`config.mk`:
```
export PLATFORM = sky130hd
export DESIGN_NAME = krt_ctrl
export DESIGN_NICKNAME = d
export VERILOG_FILES = /design/src/rtl/keyed_record_table_assert.svh /design/src/rtl/krt_pkg.sv /design/src/rtl/krt_ctrl.sv
export SDC_FILE = /design/constraint.sdc
export NUM_CORES = 1
export LEC_CHECK = 0
export ABC_CLOCK_PERIOD_IN_PS = 1530
export BUFFER_PORTS_ARGS = -buffer_cell sky130_fd_sc_hd__buf_2
export CAP_MARGIN = 20
export CORE_AREA = 5 5 42 44
export CTS_CLUSTER_DIAMETER = 60
export DETAILED_ROUTE_END_ITERATION = 8
export DIE_AREA = 0 0 47 49
export GPL_ROUTABILITY_DRIVEN = 1
export PLACE_DENSITY = 0.6
export SYNTH_ARGS = -nofsm -noshare
export SYNTH_HDL_FRONTEND = slang
export SYNTH_SLANG_ARGS = --single-unit
```
`constraint.sdc`:
```
create_clock -name clk -period 1.53 [get_ports clk]
set_input_delay 0.0765 -clock clk [delete_from_list [all_inputs] [get_ports clk]]
set_output_delay 0.0765 -clock clk [all_outputs]
set_load 0.01 [all_outputs]
```
`src/rtl/keyed_record_table_assert.svh`:
```
// Assertion helpers for the record table; expand inside a module that has clk and arst_n.
`ifndef KEYED_RECORD_TABLE_ASSERT_SVH
`define KEYED_RECORD_TABLE_ASSERT_SVH

// Same-cycle implication, disabled during reset.
`define KRT_ASSERT_NOW(label, ante, cons) \
	label: assert property (@(posedge clk) disable iff (!arst_n) (ante) |-> (cons)) \
		else $error("keyed_record_table: same-cycle check failed");

// Next-cycle implication, disabled during reset.
`define KRT_ASSERT_NEXT(label, ante, cons) \
	label: assert property (@(posedge clk) disable iff (!arst_n) (ante) |=> (cons)) \
		else $error("keyed_record_table: next-cycle check failed");

`endif

```
`src/rtl/krt_pkg.sv`:
```
`timescale 1ns / 1ps

package krt_pkg;

	localparam int CAPACITY_DEF = 64;

	localparam int ACT_W  = 2;
	localparam int KEY_W  = 32;
	localparam int PAY_W  = 64;
	localparam int SLOT_W = 6;
	localparam int STAT_W = 3;
	localparam int CMP_W  = 7;
	localparam int OCC_W  = 7;

	typedef enum logic [ACT_W-1:0] {
		ACT_ADD    = 2'd0,
		ACT_FIND   = 2'd1,
		ACT_REMOVE = 2'd2,
		ACT_READ   = 2'd3
	} krt_action_t;

	typedef enum logic [STAT_W-1:0] {
		ST_OK      = 3'd0,
		ST_FULL    = 3'd1,
		ST_DUP     = 3'd2,
		ST_MISSING = 3'd3,
		ST_RANGE   = 3'd4
	} krt_status_t;

	typedef enum logic [2:0] {
		S_IDLE,
		S_DECODE,
		S_SEARCH,
		S_READ,
		S_SHIFT
	} krt_state_t;

	typedef enum logic [2:0] {
		RES_FULL,
		RES_HIT,
		RES_MISS,
		RES_ADD,
		RES_RANGE,
		RES_READ
	} krt_res_t;

	typedef struct packed {
		logic     capture;
		logic     srch_step;
		logic     read_slot;
		logic     shift_init;
		logic     shift_step;
		logic     append;
		logic     dec;
		logic     res_ld;
		krt_res_t res_sel;
		logic     finish;
	} krt_cmd_t;

	typedef struct packed {
		krt_action_t act;
		logic        full;
		logic        empty;
		logic        hit;
		logic        last_miss;
		logic        slot_ok;
		logic        shift_done;
	} krt_sts_t;

endpackage

```
`src/rtl/krt_ctrl.sv`:
```
`timescale 1ns / 1ps

module krt_ctrl (
	input  logic              clk,
	input  logic              arst_n,
	input  logic              start,
	output logic              busy,
	input  krt_pkg::krt_sts_t sts,
	output krt_pkg::krt_cmd_t cmd
);

	krt_pkg::krt_state_t state_q, state_d;

	always_ff @(posedge clk or negedge arst_n) begin
		if (!arst_n) begin
			state_q <= krt_pkg::S_IDLE;
		end else begin
			state_q <= state_d;
		end
	end

	always_comb begin
		state_d = state_q;
		cmd     = '0;
		busy    = 1'b1;
		unique case (state_q)
			krt_pkg::S_IDLE: begin
				busy = 1'b0;
				if (start) begin
					cmd.capture = 1'b1;
					state_d     = krt_pkg::S_DECODE;
				end
			end
			krt_pkg::S_DECODE: begin
				unique case (sts.act) inside
					krt_pkg::ACT_ADD: begin
						if (sts.full) begin
							cmd.res_ld  = 1'b1;
							cmd.res_sel = krt_pkg::RES_FULL;
							cmd.finish  = 1'b1;
							state_d     = krt_pkg::S_IDLE;
						end else if (sts.empty) begin
							cmd.append  = 1'b1;
							cmd.res_ld  = 1'b1;
							cmd.res_sel = krt_pkg::RES_ADD;
							cmd.finish  = 1'b1;
							state_d     = krt_pkg::S_IDLE;
						end else begin
							state_d = krt_pkg::S_SEARCH;
						end
					end
					krt_pkg::ACT_FIND, krt_pkg::ACT_REMOVE: begin
						if (sts.empty) begin
							cmd.res_ld  = 1'b1;
							cmd.res_sel = krt_pkg::RES_MISS;
							cmd.finish  = 1'b1;
							state_d     = krt_pkg::S_IDLE;
						end else begin
							state_d = krt_pkg::S_SEARCH;
						end
					end
					default: begin
						if (sts.slot_ok) begin
							cmd.read_slot = 1'b1;
							state_d       = krt_pkg::S_READ;
						end else begin
							cmd.res_ld  = 1'b1;
							cmd.res_sel = krt_pkg::RES_RANGE;
							cmd.finish  = 1'b1;
							state_d     = krt_pkg::S_IDLE;
						end
					end
				endcase
			end
			krt_pkg::S_SEARCH: begin
				if (sts.hit) begin
					cmd.res_ld  = 1'b1;
					cmd.res_sel = krt_pkg::RES_HIT;
					if (sts.act == krt_pkg::ACT_REMOVE) begin
						cmd.shift_init = 1'b1;
						state_d        = krt_pkg::S_SHIFT;
					end else begin
						cmd.finish = 1'b1;
						state_d    = krt_pkg::S_IDLE;
					end
				end else if (sts.last_miss) begin
					cmd.res_ld = 1'b1;
					cmd.finish = 1'b1;
					state_d    = krt_pkg::S_IDLE;
					if (sts.act == krt_pkg::ACT_ADD) begin
						cmd.append  = 1'b1;
						cmd.res_sel = krt_pkg::RES_ADD;
					end else begin
						cmd.res_sel = krt_pkg::RES_MISS;
					end
				end else begin
					cmd.srch_step = 1'b1;
				end
			end
			krt_pkg::S_READ: begin
				cmd.res_ld  = 1'b1;
				cmd.res_sel = krt_pkg::RES_READ;
				cmd.finish  = 1'b1;
				state_d     = krt_pkg::S_IDLE;
			end
			krt_pkg::S_SHIFT: begin
				if (sts.shift_done) begin
					cmd.dec    = 1'b1;
					cmd.finish = 1'b1;
					state_d    = krt_pkg::S_IDLE;
				end else begin
					cmd.shift_step = 1'b1;
				end
			end
			default: begin
				state_d = krt_pkg::S_IDLE;
			end
		endcase
	end

endmodule

```
==> results.json, run 1 <==
{
  "status": "complete, no violations",
  "reg_top3": "state_q x3",
  "largest_reg_flops": 3,
  "die_w_um": 47,
  "avgSynthCellArea_um2": 8.34,
  "cts_sinks": 3,
  "worst-path-max-fanout": 5,
  "placed_area_um2": 571,
  "cts-root-buf": "clkbuf_4",
  "multiInputGateArea_um2": 315,
  "wl_um": 1230,
  "fillers": 151,
  "floorplan.initialDensity_pct": 32.1,
  "path_clk_slew_ns": 0.04,
  "tritoncts": "built",
  "maxSlewViolCount": 0,
  "critPathLaunchType": "flip-flop",
  "grt_pass1_wl_um": 2010,
  "ys.flop_type": "dfrtp_1",
  "diodes": 0,
  "firstDrtPassIters": 4,
  "drive_gt1_share_pct": 47.1,
  "fin_nets": 100,
  "ys_seq_area_share_pct": 16.7,
  "final_cell_area_um2": 641,
  "period_share_pct": 97.6,
  "ioPinCount": 24,
  "avgRoutedWirePerCell_um": 12.2,
  "place_inst": 92,
  "maxCapViolations": 0,
  "dieHeight_um": 49,
  "dr.first_iter.drc_count": 6,
  "tns_ns": 0,
  "p_leak_nw": 0.332,
  "gp_congestion": 0.707,
  "holdWs_ns": 0.0739,
  "p_per_area_nw_per_um2": 700,
  "cts_made_buffers": 3,
  "regMostFlops": "state_q",
  "place_hpwl_um": 999,
  "vias_per_cell": 4.74,
  "synth.yosys.warnings": 0,
  "synth_edf_count": 0,
  "endpoint_kind": "primary output",
  "layout.area.seq_um2": 78.8,
  "rows": 14,
  "crit_required_ns": 1.45,
  "h-tree-depth": 1,
  "area_growth_pct": 42.2,
  "hold_viol_final": 0,
  "period_needed_ns": 1.49,
  "ys_types": 29,
  "synth_seq_cells": 3,
  "via_count": 479,
  "place_ws_ns": 0.164,
  "grt_pass1_vias": 475,
  "grt_start_max_net_pins": 10,
  "layout_common_cells": "23 x buf_2, 8 x inv_1, 6 x buf_4",
  "layout_commonest_cell": "buf_2",
  "max_slew_margin_pct": 81.4,
  "instances_no_fill": 101,
  "postSynth.asyncResetShare_pct": 100,
  "fin_ws_ns": 0.0370,
  "fin_util_pct": 45.7,
  "clock_path_buffers": 2,
  "gr-usage-all-layers_pct": 11.8,
  "overflow": 0,
  "critPathKind": "reg -> out",
  "ant_nets": 0,
  "syn_inst": 54,
  "portBuffers": 23,
  "rsz0062_at_grt": "true",
  "power_uw": 448,
  "synth_fp_nets": 68,
  "critPathArrivalTime_ns": 1.42,
  "drc_errors": 0,
  "syn_area_um2": 450,
  "antenna_found_initial": 0,
  "clk-insertion-delay-late_ns": 0.23,
  "skew_ns": 0.000920,
  "setup_viol": 0,
  "hold_class": "in -> reg",
  "core_um2": 1400,
  "worst_slew_pin_slew_ns": 0.277,
  "clock.fmax_mhz": 670,
  "die_area_um2": 2300,
  "ir_drop_mv": 0.236
}
==> synth_stat cells, drive strengths merged, types with 2 or more instances <==
cell type,instances,area (um^2)
nand2,4,15.0
nor4b,2,38.8
ha,3,37.5
and2,2,12.5
a311o,2,20.0
nand2b,4,25.0
buf,3,30.0
inv,8,30.0
nor2,3,11.3
a21oi,4,20.0
o21ai,2,10.0
dfrtp,3,75.1
==> area by class of cell <==
cell class	count	share of cell area, %
Clock buffer	4	4.10
Sequential cell	3	12.3
Timing Repair Buffer	30	26.6
Multi-Input combinational cell	40	49.2
Inverter	8	4.69
Tap cell	16	3.13
==> cell families (layout without fill, tap and decap cells) <==
kind of cell	count (synthesis)	count (layout)	share of synthesized area [%]
and+or+nand+nor	22	22	35.8
AOI/OAI and AO/OA	14	14	23.6
buffers and inverters	11	42	13.3
adders and majority gates	3	3	8.33
DFF	3	3	16.7
muxes	1	1	2.22
==> report_power, final <==
part / switching (mW) / internal [mW]
sequential: 0.0182 / 0.0890
clock: 0.0423 / 0.0978
combinational: 0.0979 / 0.103
==> repair_timing <==
action	4_1_cts	5_1_grt
pin swaps	1	1
gates resized for setup	3	0
cloned	0	0
hold endpoints to repair	3	0
hold buffers	1	0
setup buffers	2	2
setup endpoints to repair	4	4
==> path summary, 6_finish.rpt <==
| kind | startpoint | to | slack (ns) | cells past startpoint |
|---|---|---|---|---|
| worst min register to register | state_q[1]$_DFFE_PN0P_ | state_q[0]$_DFFE_PN0P_ | 0.54 | 1 |
| min in group asynchronous | arst_n | state_q[0]$_DFFE_PN0P_ | 0.18 | 2 |
| max in group asynchronous | arst_n | state_q[2]$_DFFE_PN0P_ | 1.23 | 2 |
| worst max-delay path | state_q[2]$_DFFE_PN0P_ | cmd[1] | 0.04 | 4 |
| worst min-delay path | sts[0] | state_q[2]$_DFFE_PN0P_ | 0.07 | 2 |
| worst max register to register | state_q[0]$_DFFE_PN0P_ | state_q[1]$_DFFE_PN0P_ | 0.21 | 4 |
==> per-layer routing <==
layer	up-vias	share of wire, %	wire length (um)	GRT usage, %
li1	248	-	-	-
met1	209	44	538	15.1
met2	20	48	589	17.9
met3	2	7.3	90	1.48
met4	0	0.90	11	6.91
met5	-	0	0	0
==> critical path, stage by stage, from the launching register on <==
cell and delay, ns:
dfrtp_2 0.45, nor3b_4 0.24, nand3b_1 0.13, o32ai_2 0.20, buf_2 0.17
Power figures use the tool's default switching activity.
==> run 2: changes to the inputs <==
--- a/config.mk
+++ b/config.mk
@@ -8,12 +8,14 @@
 export ABC_CLOCK_PERIOD_IN_PS = 1530
 export BUFFER_PORTS_ARGS = -buffer_cell sky130_fd_sc_hd__buf_2
 export CAP_MARGIN = 20
-export CORE_AREA = 5 5 42 44
+export CELL_PAD_IN_SITES_DETAIL_PLACEMENT = 2
+export CELL_PAD_IN_SITES_GLOBAL_PLACEMENT = 2
+export CORE_MARGIN = 5
+export CORE_UTILIZATION = 22
 export CTS_CLUSTER_DIAMETER = 60
 export DETAILED_ROUTE_END_ITERATION = 8
-export DIE_AREA = 0 0 47 49
 export GPL_ROUTABILITY_DRIVEN = 1
-export PLACE_DENSITY = 0.6
+export PLACE_DENSITY = 0.71
 export SYNTH_ARGS = -nofsm -noshare
 export SYNTH_HDL_FRONTEND = slang
 export SYNTH_SLANG_ARGS = --single-unit
==> run 2 against run 1 <==
  * The run now ends with negative setup slack left
  * Register-to-register slack worse by 0.09 ns
  * Cell count increased by 12%
  * Die area up 33%
  * Clock power grew 7%
  * Setup slack got worse by 0.060 ns
  * Clock skew is 0.011 ns higher
  * Routed wire length is 36% higher
  * Cell area is 7.6% higher
  * Combinational power rose by 10%
  * Sequential cell count stayed put
  * Critical path depth unchanged
  * Critical path type unchanged
  * Critical endpoint unchanged
  * Highest routed layer is now met3
==> results.json, run 2 (synthesized netlist as in run 1, its figures left out) <==
{
  "layout.area.seq_um2": 78.8,
  "multiInputGateArea_um2": 327,
  "fin_nets": 101,
  "cts_made_buffers": 3,
  "swShare_pct": 37.2,
  "period_needed_ns": 1.55,
  "layout_commonest_cell": "buf_2",
  "p_per_area_nw_per_um2": 694,
  "reg_top3": "state_q x3",
  "crit_required_ns": 1.45,
  "tritoncts": "built",
  "clkPwrFrac_pct": 31.5,
  "diodes": 0,
  "ant_nets": 0,
  "critPathArrivalTime_ns": 1.48,
  "gp_congestion": 0.749,
  "power_uw": 478,
  "place_inst": 103,
  "maxSlewViolCount": 0,
  "fillers": 255,
  "setup_viol": 3,
  "ioPinCount": 24,
  "max_stage_delay_ns": 0.46,
  "ir_drop_mv": 0.375,
  "critPathKind": "reg -> out",
  "clk-insertion-delay-late_ns": 0.24,
  "firstDrtPassIters": 2,
  "via_count": 513,
  "cts-root-buf": "clkbuf_4",
  "critPathLaunchType": "flip-flop",
  "seqPwrFrac_pct": 22.2,
  "comb_power_share_pct": 46.3,
  "timing.critical_path.cells": "nor3b_4, nand3b_1, o32ai_2, buf_2",
  "core_um2": 1960,
  "hold_viol_final": 0,
  "skew_ns": 0.0121,
  "power.internal_uw": 300,
  "p_leak_nw": 0.342,
  "drc_errors": 0,
  "place_ws_ns": 0.101,
  "status": "finished with violations",
  "grt_pass1_vias": 561,
  "overflow": 0,
  "antenna_found_initial": 0,
  "place_hpwl_um": 1290,
  "max_slew_margin_pct": 81.6,
  "holdWs_ns": 0.0594,
  "endpoint_kind": "primary output",
  "regMostFlops": "state_q",
  "die_area_um2": 3050,
  "gr-usage-all-layers_pct": 10.9,
  "area_growth_pct": 53.1,
  "grt_start_max_net_pins": 10,
  "fin_ws_ns": -0.0229,
  "clock.fmax_mhz": 644,
  "avgRoutedWirePerCell_um": 14.8,
  "instances_no_fill": 113,
  "drive_gt1_share_pct": 48.8,
  "cts_sinks": 3,
  "maxCapViolations": 0,
  "violations": "negative setup slack",
  "period_share_pct": 101,
  "worst_slew_pin_slew_ns": 0.274,
  "rsz0062_at_grt": "true",
  "path_clk_slew_ns": 0.05,
  "largest_reg_flops": 3,
  "dr.first_iter.drc_count": 4,
  "cpMaxStageDelayCell": "dfrtp_2",
  "die_w_um": 55.3,
  "wl_um": 1680,
  "clock_path_buffers": 2,
  "floorplan.initialDensity_pct": 23.0,
  "switching_power_uw": 178,
  "hold_class": "in -> reg",
  "portBuffers": 23,
  "vias_per_cell": 4.54,
  "grt_pass1_wl_um": 2710,
  "worst-path-max-fanout": 6,
  "dieHeight_um": 55.3,
  "rows": 16,
  "layout_common_cells": "21 x buf_2, 8 x inv_1, 6 x buf_4",
  "fin_util_pct": 35.1,
  "h-tree-depth": 1
}
[run 2: layout make-up]
class	instances	share of cell area, %
inverter	8	4.36
clock buffer	4	3.81
multi-input combinational	40	47.4
sequential	3	11.4
timing repair buffer	31	28.1
tap	27	4.90
[run 2: repair_timing]
action	in CTS	in global routing
gates resized for setup	3	5
hold buffers	1	0
setup buffers	2	3
pin swaps	3	4
endpoints found under the setup margin	6	5
endpoints found under the hold margin	3	0
[run 2: worst max-delay path: cells and delay by family (launching register included)]
family | cells | cell delay, ns
DFF | 1 | 0.46
and+or+nand+nor | 2 | 0.37
AOI/OAI and AO/OA | 1 | 0.22
buffers and inverters | 1 | 0.18
[run 2: final timing paths]
check / start / slack, ns / to / cells after the start
worst min-delay path: sts[0] / 0.06 / state_q[2]$_DFFE_PN0P_ / 2
min in group asynchronous: arst_n / 0.16 / state_q[2]$_DFFE_PN0P_ / 2
worst max-delay path: state_q[2]$_DFFE_PN0P_ / -0.02 / cmd[1] / 4
max in group asynchronous: arst_n / 1.24 / state_q[0]$_DFFE_PN0P_ / 2
worst max register to register: state_q[0]$_DFFE_PN0P_ / 0.12 / state_q[1]$_DFFE_PN0P_ / 5
worst min register to register: state_q[1]$_DFFE_PN0P_ / 0.54 / state_q[0]$_DFFE_PN0P_ / 1
[run 2: power by group through the flow]
| stage | Sequential [mW] | Clock [mW] | Combinational, mW |
|---|---|---|---|
| floorplan | 0.0913 | 0 | 0.137 |
| global placement | 0.109 | 0 | 0.180 |
| detailed placement | 0.108 | 0 | 0.187 |
| CTS | 0.109 | 0.154 | 0.199 |
| global route | 0.109 | 0.163 | 0.242 |
| finish | 0.106 | 0.150 | 0.221 |
[run 2: metal layers]
metal | vias up | part of all wire [%] | global-route usage (%)
met5 | - | 0 | 0
met3 | 0 | 2.8 | 1.17
met2 | 12 | 54 | 20.1
li1 | 251 | - | -
met1 | 250 | 43 | 12.7
met4 | 0 | 0 | 4.17
[run 2: stage by stage]
step	instance area [um^2]	TNS, ns
after floorplan	450	0
after global placement	584	0
after detailed placement	584	0
after CTS	639	-0.0477
after global routing	689	-0.399
final	689	-0.0373
